## src/assert_macros.svh

```systemverilog
// assertion macros shared by the allocator rtl
`ifndef ASSERT_MACROS_SVH
`define ASSERT_MACROS_SVH
`ifndef NO_ASSERTIONS
// property must hold at every clock edge outside reset
`define BBA_ASSERT(label, clk, rst, prop) \
   label: assert property (@(posedge clk) disable iff (rst) (prop)) \
      else $error("bitmap allocator assertion failed");
// expression must never be true outside reset
`define BBA_NEVER(label, clk, rst, expr) \
   label: assert property (@(posedge clk) disable iff (rst) !(expr)) \
      else $error("bitmap allocator forbidden condition");
`else
`define BBA_ASSERT(label, clk, rst, prop)
`define BBA_NEVER(label, clk, rst, expr)
`endif
`endif

```

## src/bba_pkg.sv

```systemverilog
// types and constants of the bitmap block allocator
package bba_pkg;

   localparam int MAX_BLOCKS  = 4096;
   localparam int WORD_BITS   = 32;
   localparam int MAP_WORDS   = (MAX_BLOCKS + WORD_BITS - 1) / WORD_BITS;
   localparam int BIT_IDX_W   = $clog2(WORD_BITS);
   localparam int WORD_IDX_W  = $clog2(MAP_WORDS);
   localparam int BLOCK_W     = 12;
   localparam int COUNT_W     = 13;
   localparam int WORD_CNT_W  = COUNT_W - BIT_IDX_W;

   typedef enum logic {
      FUNC_ALLOC = 1'b0,
      FUNC_FREE  = 1'b1
   } func_type;

   typedef enum logic [1:0] {
      STATUS_OK            = 2'd0,
      STATUS_OUT_OF_BLOCKS = 2'd1,
      STATUS_DOUBLE_FREE   = 2'd2,
      STATUS_RANGE         = 2'd3
   } status_type;

   typedef enum logic [2:0] {
      ST_IDLE,
      ST_SCAN,
      ST_FREE_CHK,
      ST_DONE
   } state_type;

   // lowest clear bit of one map word
   typedef struct packed {
      logic                 found;
      logic [BIT_IDX_W-1:0] bit_idx;
      logic [WORD_BITS-1:0] onehot;
   } zero_type;

endpackage

```

## src/bba_first_zero.sv

```systemverilog
// finds the lowest clear bit of one map word
module bba_first_zero (
   input  logic [bba_pkg::WORD_BITS-1:0] word,
   output bba_pkg::zero_type             zero
);

   logic [bba_pkg::WORD_BITS-1:0] inv;
   logic [bba_pkg::WORD_BITS-1:0] low;
   logic [bba_pkg::BIT_IDX_W-1:0] idx;

   // isolate the lowest set bit of the inverted word
   assign inv = ~word;
   assign low = inv & (~inv + bba_pkg::WORD_BITS'(1));

   // one-hot to binary: each index bit is an or over its positions
   always_comb begin
      idx = '0;
      for (int k = 0; k < bba_pkg::BIT_IDX_W; k++) begin
         for (int i = 0; i < bba_pkg::WORD_BITS; i++) begin
            if (((i >> k) & 1) == 1) begin
               idx[k] = idx[k] | low[i];
            end
         end
      end
   end

   assign zero.found   = |inv;
   assign zero.bit_idx = idx;
   assign zero.onehot  = low;

endmodule

```

## config.mk

```make
export PLATFORM = sky130hd
export DESIGN_NAME = bba_first_zero
export DESIGN_NICKNAME = d
export VERILOG_FILES = /design/src/assert_macros.svh /design/src/bba_pkg.sv /design/src/bba_first_zero.sv
export SDC_FILE = /design/constraint.sdc
export NUM_CORES = 1
export LEC_CHECK = 0
export BUFFER_PORTS_ARGS = -buffer_cell sky130_fd_sc_hd__buf_2
export CORE_ASPECT_RATIO = 1.1
export CORE_MARGIN = 2
export CORE_UTILIZATION = 25
export DETAILED_ROUTE_END_ITERATION = 8
export PLACE_DENSITY_LB_ADDON = 0.05
export SYNTH_ARGS = -nofsm -noshare
export SYNTH_HDL_FRONTEND = slang
export SYNTH_SLANG_ARGS = --single-unit
export TNS_END_PERCENT = 5
```

## constraint.sdc

```tcl
create_clock -name vclk -period 4
set_input_delay 0.8 -clock vclk [all_inputs]
set_output_delay 0.8 -clock vclk [all_outputs]
set_load 0.01 [all_outputs]
```

# Yosys cells after proc, flatten, opt, wreduce, memory -nomap -nowiden
# Index checks and enable logic that the tools add are counted.
# op_classes
add_sub_neg,1
mul,0
n_div,0
order_cmp,0
n_eq_ne,0
shifts,0
mux,0
bitwise,78
n_reduce_logical,1
# ops
op,count
bitwise OR 1 bit,75
inverter 32 bit,2
adder 32 x 1 -> 32 bit (second input constant),1
AND 32 bit,1
OR reduction 32 bit,1
# totals
reg_bits,0
latchBits,0
ram_bits,0
rom_bits,0
input_bits,32
out_inout_bits,38
wordCells,80
n_memories,0

# Longest topological paths before layout
# depth
ltp_word,19
ltp_mapped,7
depth_no_buf,5

# Worst setup path after synthesis
# Ideal clock, no wire load.
# synth_timing
kind,input-to-output
from,input word[19] (netlist name)
to,output zero[34] (netlist name)
arrival_time_ns,2.310
required_time_ns,3.200
setup_slack_ns,0.890
stages,6
n_path_buf,1
cell_sequence,buf_2 -> nand2_1 -> or4_4 -> nor4_1 -> nor2_1 -> nand4_1
# synth_lines
element,line_no,text
"start, declared",bba_first_zero.sv:3,"input logic [bba_pkg::WORD_BITS-1:0] word,"
"end, declared",bba_first_zero.sv:4,output bba_pkg::zero_type zero

==> impl_metrics.json <==
{
  "status": "finished clean",
  "yosysTopAreaCellShare_pct": 7.06,
  "core_um2": 3300,
  "cp_common_cell": "buf_2",
  "vias": 1304,
  "seqCellArea_um2": 0,
  "hold_path.class": "in -> out",
  "area_growth_pct": 41.8,
  "relSlewSlack_pct": 65.7,
  "path_class": "in -> out",
  "cts_setup_buffers": 0,
  "place_congestion": 0.893,
  "finalCriticalPeriod_ps": 3430,
  "syn_inst": 130,
  "route.detailed.drc": 0,
  "initial_core_util_pct": 25.8,
  "rows": 22,
  "path_max_fanout": 14,
  "cp_slowest_cell": "or3_1",
  "synth_cell_types": 44,
  "nFlopsAndLatches": 0,
  "die_y_um": 65.2,
  "worst_hold_path.num_cells": 3,
  "fin_setup_tns_ps": 0,
  "postCtsHoldBufs": 0,
  "die_w_um": 59.6,
  "firstDrtPassIters": 4,
  "crit_buf_inv": 2,
  "yosysWarnings": 0,
  "arrival_ps": 2630,
  "required_ps": 3200,
  "drive_above_1_share_pct": 43.0,
  "final_hold_viol_count": 0,
  "syn_avg_cell_area_um2": 6.54,
  "synthTopCellsByCount": "nand2_1, nand3_1, nor2_1, nor3_1, nand4_1",
  "io_pins": 70,
  "crit_family": "simple AND/OR/NAND/NOR gates",
  "dieArea_um2": 3890,
  "synthTopCellsByArea": "nand3_1, nor3_1, nor4_2",
  "setup_viol": 0,
  "pre_cts_slack_ps": 586,
  "wl_um": 3430,
  "diodes": 0,
  "grt_first_pass_wirelength_um": 5450,
  "layout_setup_ws_ps": 566,
  "power_leakage_nw": 0.588,
  "power_density_nw_per_um2": 53.7,
  "dp.cells": 229,
  "viasPerCell": 5.69,
  "antenna_found_initial": 0,
  "drt_iter0_drc": 49,
  "max_freq_ghz": 0.291,
  "nClkBuffers": 0,
  "fin_nets": 227,
  "stdcell_count": 229,
  "drv_slew": 0,
  "ctsResizeCount": 0,
  "cp-start-kind": "input port",
  "synth_largest_area_cell": "nand3_1",
  "max-vdd-ir-drop_v": 0.0000195,
  "grt_max_degree": 20,
  "maxCapViolations": 0,
  "grt_pass1_vias": 1191,
  "worst_slew_pin_slew_ps": 515,
  "seq_area_frac_synth_pct": 0,
  "antenna_left": 0,
  "track_usage_pct": 17.2,
  "period_share_pct": 85.8,
  "synth_area_um2": 851,
  "syn_nets": 162,
  "rsz0062_at_grt": "false",
  "crit_path_cell_trace": "buf_2 > nand2_1 > or3_1 > nor2_1 > a311oi_1 > or3b_1 > buf_2",
  "dp_hpwl_um": 2930,
  "io_buffers": 70,
  "path_depth": 7,
  "critPathCaptureType": "output port",
  "routedWlPerCell_um": 15.0,
  "max_stage_delay_ps": 470,
  "gr-total-overflow": 0
}
[logic make-up after synthesis]
family	after synthesis	synth area share, %
AO/OA/AOI/OAI	21	18.4
buffers and inverters	12	6.91
AND/OR/NAND/NOR	97	74.7
[power breakdown]
group / switching [mW] / internal (mW)
registers: 0 / 0
logic: 0.0395 / 0.0253
clock network: 0 / 0
[worst min-delay path: stages]
cell	delay, ps
buf_2	90
nor3b_1	50
buf_2	130
[cell usage in the layout, fill, tap and decap left out, drive strengths merged]
cell type	count
or3b	1
o21ai	3
and4	3
a21oi	4
nor4b	1
a21o	1
nand4b	3
or4b	1
inv	5
nor3	11
nand2b	1
a211oi	3
a41oi	1
and3	4
buf	70
nor4	9
nor2b	4
o22ai	1
a311oi	3
and4b	1
nor2	11
nand3	13
o41ai	1
a21bo	1
nand2	13
nand4	7
nand3b	2
a2111oi	1
or3	3
a31oi	1
nor3b	5
o211a	1
or4	4
[metal layers]
| layer | share of wire, % | track usage [%] | routed length [µm] | up-vias |
|---|---|---|---|---|
| met5 | 0 | 0 | 0 | - |
| met4 | 0.79 | 2.22 | 27 | 0 |
| met3 | 6.5 | 0.591 | 224 | 4 |
| met2 | 51 | 31.3 | 1750 | 61 |
| met1 | 42 | 22.6 | 1430 | 590 |
| li1 | - | - | - | 649 |
[per-stage QoR]
stage          util (%)  power (mW)  area, µm²  hold WS (ps)
3_5_place_dp       36.5      0.0644       1210          1880
5_1_grt            36.5      0.0720       1210          1900
6_report           36.5      0.0648       1210          1880
3_3_place_gp       36.5      0.0637       1210          1870
2_1_floorplan         -      0.0261        851          1630
4_1_cts            36.5      0.0648       1210          1880
[worst paths after layout]
| path | slack, ps | to | startpoint |
|---|---|---|---|
| worst min-delay path | 1880 | zero[6] | word[6] |
| worst max-delay path | 570 | zero[33] | word[7] |
[cell type report]
type	instances	area, µm²
Tap cell	36	45.0
Inverter	5	18.8
Fill cell	388	2100
Multi-Input combinational cell	118	792
Timing Repair Buffer	70	350
(Power assumes the default switching activity.)
