$ cat src/assert_macros.svh
// assertion macros shared by the allocator rtl
`ifndef ASSERT_MACROS_SVH
`define ASSERT_MACROS_SVH
`ifndef NO_ASSERTIONS
// property must hold at every clock edge outside reset
`define BBA_ASSERT(label, clk, rst, prop) \
   label: assert property (@(posedge clk) disable iff (rst) (prop)) \
      else $error("bitmap allocator assertion failed");
// expression must never be true outside reset
`define BBA_NEVER(label, clk, rst, expr) \
   label: assert property (@(posedge clk) disable iff (rst) !(expr)) \
      else $error("bitmap allocator forbidden condition");
`else
`define BBA_ASSERT(label, clk, rst, prop)
`define BBA_NEVER(label, clk, rst, expr)
`endif
`endif

$ cat src/bba_ram.sv
// generic simple dual port ram with registered read
module bba_ram #(
   parameter int WIDTH  = 32,
   parameter int DEPTH  = 128,
   parameter int ADDR_W = $clog2(DEPTH)
) (
   input  logic              clock,
   input  logic              wr_en,
   input  logic [ADDR_W-1:0] wr_addr,
   input  logic [WIDTH-1:0]  wr_data,
   input  logic              rd_en,
   input  logic [ADDR_W-1:0] rd_addr,
   output logic [WIDTH-1:0]  rd_data
);

   logic [WIDTH-1:0] mem [DEPTH];
   logic [WIDTH-1:0] rd_data_ff;

   // write port
   always_ff @(posedge clock) begin
      if (wr_en) begin
         mem[wr_addr] <= wr_data;
      end
   end

   // registered read port
   always_ff @(posedge clock) begin
      if (rd_en) begin
         rd_data_ff <= mem[rd_addr];
      end
   end

   assign rd_data = rd_data_ff;

endmodule

$ cat config.mk
export PLATFORM = sky130hd
export DESIGN_NAME = bba_ram
export DESIGN_NICKNAME = d
export VERILOG_FILES = /design/src/assert_macros.svh /design/src/bba_ram.sv
export SDC_FILE = /design/constraint.sdc
export NUM_CORES = 2
export LEC_CHECK = 0
export BUFFER_PORTS_ARGS = -buffer_cell sky130_fd_sc_hd__buf_2
export CORE_ASPECT_RATIO = 0.75
export CORE_MARGIN = 10
export CORE_UTILIZATION = 55
export DETAILED_ROUTE_END_ITERATION = 10
export HOLD_SLACK_MARGIN = 0.1
export PLACE_DENSITY = 0.73
export SYNTH_ARGS = -nofsm -noshare
export SYNTH_HDL_FRONTEND = slang
export SYNTH_SLANG_ARGS = --single-unit
$ cat constraint.sdc
create_clock -name clock -period 3.3 [get_ports clock]
set_clock_uncertainty 0.2 [all_clocks]
set_input_delay 0.165 -clock clock [delete_from_list [all_inputs] [get_ports clock]]
set_output_delay 0.165 -clock clock [all_outputs]
set_load 0.1 [all_outputs]
; Word-level counts from Yosys, hierarchy flattened
; Memories as Yosys holds them, arrays and structs flattened. A register that Yosys moved wholly into a read port is not among the register bits.
; Cells that the tools add are included.
[op_classes]
n_mux = 2
[op_table]
columns = op, n
row1 = 1-bit two-way mux, 2
[totals]
ff_bits = 0
ramBits = 4096
input_bits = 49
output_inout_bits = 32
elab_cells = 3
memories = 1
[mem_list]
columns = memory, words, word_bits, rd, rd_ports_with_merged_regs, write_ports, line
row1 = mem, 128, 32, 1, 1, 1, bba_ram.sv:16  ; logic [WIDTH-1:0] mem [DEPTH];

; Depth between registers and ports, before layout
[depth]
depth_word = 2
ltp_mapped = 8
ltp_nobuf = 4

; Worst setup path after synthesis
; No wires, ideal clock.
[synth_timing]
path_kind = input-to-reg
from = input port wr_en
to = memory mem[98][0], enable pin
setup_time_ns = 0.461
arrival_time_ns = 2.943
required_ns = 2.639
slack_ns = -0.304
path_stages = 3
n_path_buf = 1
path_cell_list = clkbuf_1 -> nand4_1 -> nor3_1
[synth_between]
elab_chain_cells = 2
[synth_lines]
columns = item, line
row1 = start: declaration, bba_ram.sv:8  ; input logic wr_en,
row2 = 1-bit two-way mux, bba_ram.sv:21  ; if (wr_en) begin
row3 = 1-bit two-way mux (implied by the code), bba_ram.sv:22  ; mem[wr_addr] <= wr_data;
row4 = end: declaration, bba_ram.sv:16
; No other way between the ends.

==> flow_metrics.py <==
metrics = {
    "cells_and_area": {
        "final_cell_mix": "4128 x edfxtp_1, 1344 x mux4_2, 379 x clkbuf_16",
        "final_core_util": 0.638,
        "nets": 6726,
        "fin_cells": 10749,
        "final_common_cell": "edfxtp_1",
        "final_layout_size_suffix_gt1_frac": 0.373,
        "synthToLayoutAreaGrowth_pct": 15.4,
        "fillers": 17364,
    },
    "synth": {
        "synth-simple-area-share": 0.00445,
        "syn-cell-area_mm2": 0.157,
        "synth_compound_area_frac": 0,
        "syn_nets": 6039,
        "synth_warnings": 0,
        "synth_xor_xnor_area_share": 0,
        "ys_ff_latch": 4128,
        "synth_top_family_by_area": "multiplexers",
        "synthCells": 5990,
        "yosysSeqAreaShare": 0.792,
        "avgSynthCellArea_um2": 26.1,
        "yosysUniqueCellTypes": 16,
        "synth_mux_area_frac": 0.196,
        "synth-adder-area-share": 0,
    },
    "place": {
        "io_buffers": 80,
        "dp_cells": 10022,
        "gp_congestion": 0.825,
        "dp_hpwl_um": 229000,
    },
    "cts": {
        "cts_tree": "yes",
        "clk_pin_slew_ns": 0.07,
        "max-clock-path-buffers": 4,
        "htree_levels": 5,
        "clock-sinks": 4128,
        "cts_root_buffer": "clkbuf_16",
        "clkLatencyLatePin_ns": 0.92,
        "cts_buffers": 367,
    },
    "grt": {
        "grt_pass1_wl_um": 584000,
        "grt_pass1_vias": 73868,
        "grt_max_degree": 129,
        "grt_overflow": 0,
        "grtUsageTotal": 0.271,
        "antenna_found_initial": 62,
    },
    "die": {
        "io_pins": 81,
        "die_area_mm2": 0.307,
        "core_mm2": 0.283,
        "fp.dieW_um": 636,
        "row_count": 169,
        "start_util": 0.553,
        "die_y_um": 482,
    },
    "drt": {
        "vias": 73878,
        "drc": 0,
        "drt-vias-per-instance": 6.87,
        "firstDrtPassIters": 5,
        "drtIter0Drc": 13072,
        "drt_wl_total_um": 417000,
        "ant_nets": 0,
        "wl_per_cell_um": 38.8,
    },
    "setup_path": {
        "ff2ff_path_depth": 4,
        "cp.required_ns": 3.75,
        "arrival_ns": 3.43,
        "path_class": "flop to flop",
        "r2r_slack_ns": 0.32,
        "cp_max_fo": 1,
        "critPathLaunchType": "flop",
        "r2r_start": "mem[20][4]",
        "cp-end-kind": "flop",
        "r2r_end": "rd_data[4]",
    },
    "timing": {
        "finalHoldViolations": 0,
        "finalCriticalPeriod_ns": 2.98,
        "max-slew-margin-rel": 0.0731,
        "worst_slew_pin_slew_ns": 1.39,
        "fmax_mhz": 335,
        "setup_violations": 0,
        "fin_crit_sh": 0.904,
        "rsz0062_at_grt": "false",
        "drv_slew": 0,
    },
    "hold_path": {
        "hp-start": "wr_data[30]",
        "min_to": "mem[70][30]",
        "whs_path_depth": 2,
        "min_path_type": "input pin to flop",
    },
    "run_status": {
        "status": "finished, final reports clean",
    },
    "power": {
        "p_leak_nw": 55.7,
        "power_density_mw_per_mm2": 592,
        "peakVddDrop_uv": 529,
    },
    "job": {
        "drv_cap": 0,
    },
}
-- final cells by class --
type / instances / area (um^2) / area share
diodes: 22 / 55.1 / 0.000305
well taps: 3762 / 4710 / 0.0260
clock inverters: 216 / 2010 / 0.0111
clock buffers: 441 / 9720 / 0.0538
repair buffers: 634 / 7960 / 0.0441
flip-flops and latches: 4128 / 124000 / 0.686
multi-input cells: 1546 / 32300 / 0.179
-- critical path: stages (launching register included) --
cell	delay (ns)
edfxtp_1	0.39
mux4_2	0.49
mux4_2	0.68
mux4_2	0.63
mux2_2	0.31
-- stage by stage --
step / total power, mW / area, um^2 / setup WS [ns] / setup TNS (ns) / hold slack (ns)
after floorplan: 62.3 / 157000 / -0.304 / -27.99 / 0.0639
after CTS: 107 / 181000 / 0.0560 / 0 / 0.133
after detailed placement: 65.5 / 168000 / -0.364 / -6.57 / 0.431
after global routing: 110 / 181000 / 0.287 / 0 / 0.170
after global placement: 65.4 / 168000 / -0.363 / -6.20 / 0.421
final: 107 / 181000 / 0.316 / 0 / 0.179
-- per-layer routing --
| layer | part of all wire | wire length (um) | GRT usage | vias to the layer above |
|---|---|---|---|---|
| li1 | - | - | - | 27830 |
| met1 | 0.36 | 149000 | 0.384 | 39526 |
| met2 | 0.45 | 190000 | 0.405 | 5808 |
| met3 | 0.16 | 66500 | 0.100 | 686 |
| met4 | 0.029 | 11900 | 0.0725 | 28 |
| met5 | 0.00043 | 181 | 0 | - |
-- flip-flops by register name, summed over array words and instances (netlist names) --
name,cells
mem,4096
rd_data,32
-- kinds of logic after synthesis --
| kind of cell | count (synthesis) |
|---|---|
| buffers and inverters | 316 |
| AND/OR/NAND/NOR | 170 |
| flip-flops | 4128 |
| multiplexers | 1376 |
-- worst max path at each step --
| stage | end | cells after the start | from | slack (ns) |
|---|---|---|---|---|
| global route | rd_data[20] | 4 | mem[23][20] | 0.29 |
| detailed placement | rd_data[20] | 8 | rd_addr[0] | -0.36 |
| finish | rd_data[4] | 4 | mem[20][4] | 0.32 |
| global placement | rd_data[13] | 8 | rd_addr[0] | -0.36 |
| CTS | mem[79][5] | 9 | wr_addr[3] | 0.06 |
| floorplan | mem[98][0] | 3 | wr_en | -0.30 |
-- synth_stat cells, drive strengths merged --
| cell type | instances | area share |
|---|---|---|
| edfxtp | 4128 | 0.79 |
| mux4 | 1344 | 0.19 |
| clkbuf | 182 | 0.0044 |
| buf | 134 | 0.0040 |
| nor2 | 122 | 0.0029 |
| mux2 | 32 | 0.0023 |
| nand2 | 14 | 0.00034 |
| nand3 | 12 | 0.00038 |
| nor3 | 9 | 0.00029 |
| nor2b | 7 | 0.00028 |
| nand4 | 3 | 0.00012 |
| nand2b | 2 | 0.000080 |
| or3 | 1 | 0.000040 |
-- what timing repair did --
item	in CTS	in global routing
hold buffers	49	0
resized for setup	0	0
endpoints found under the hold margin	6562	0
buffers inserted	0	0
endpoints found under the setup margin	0	25
-- power by group --
group          total [mW]  internal [mW]  switching, mW
Combinational        6.50           2.48           4.02
Sequential           58.1           57.9          0.143
Clock                42.5           23.8           18.7
Total                 107           84.2           22.8
Note: power is estimated with default switching activity, not from simulation.
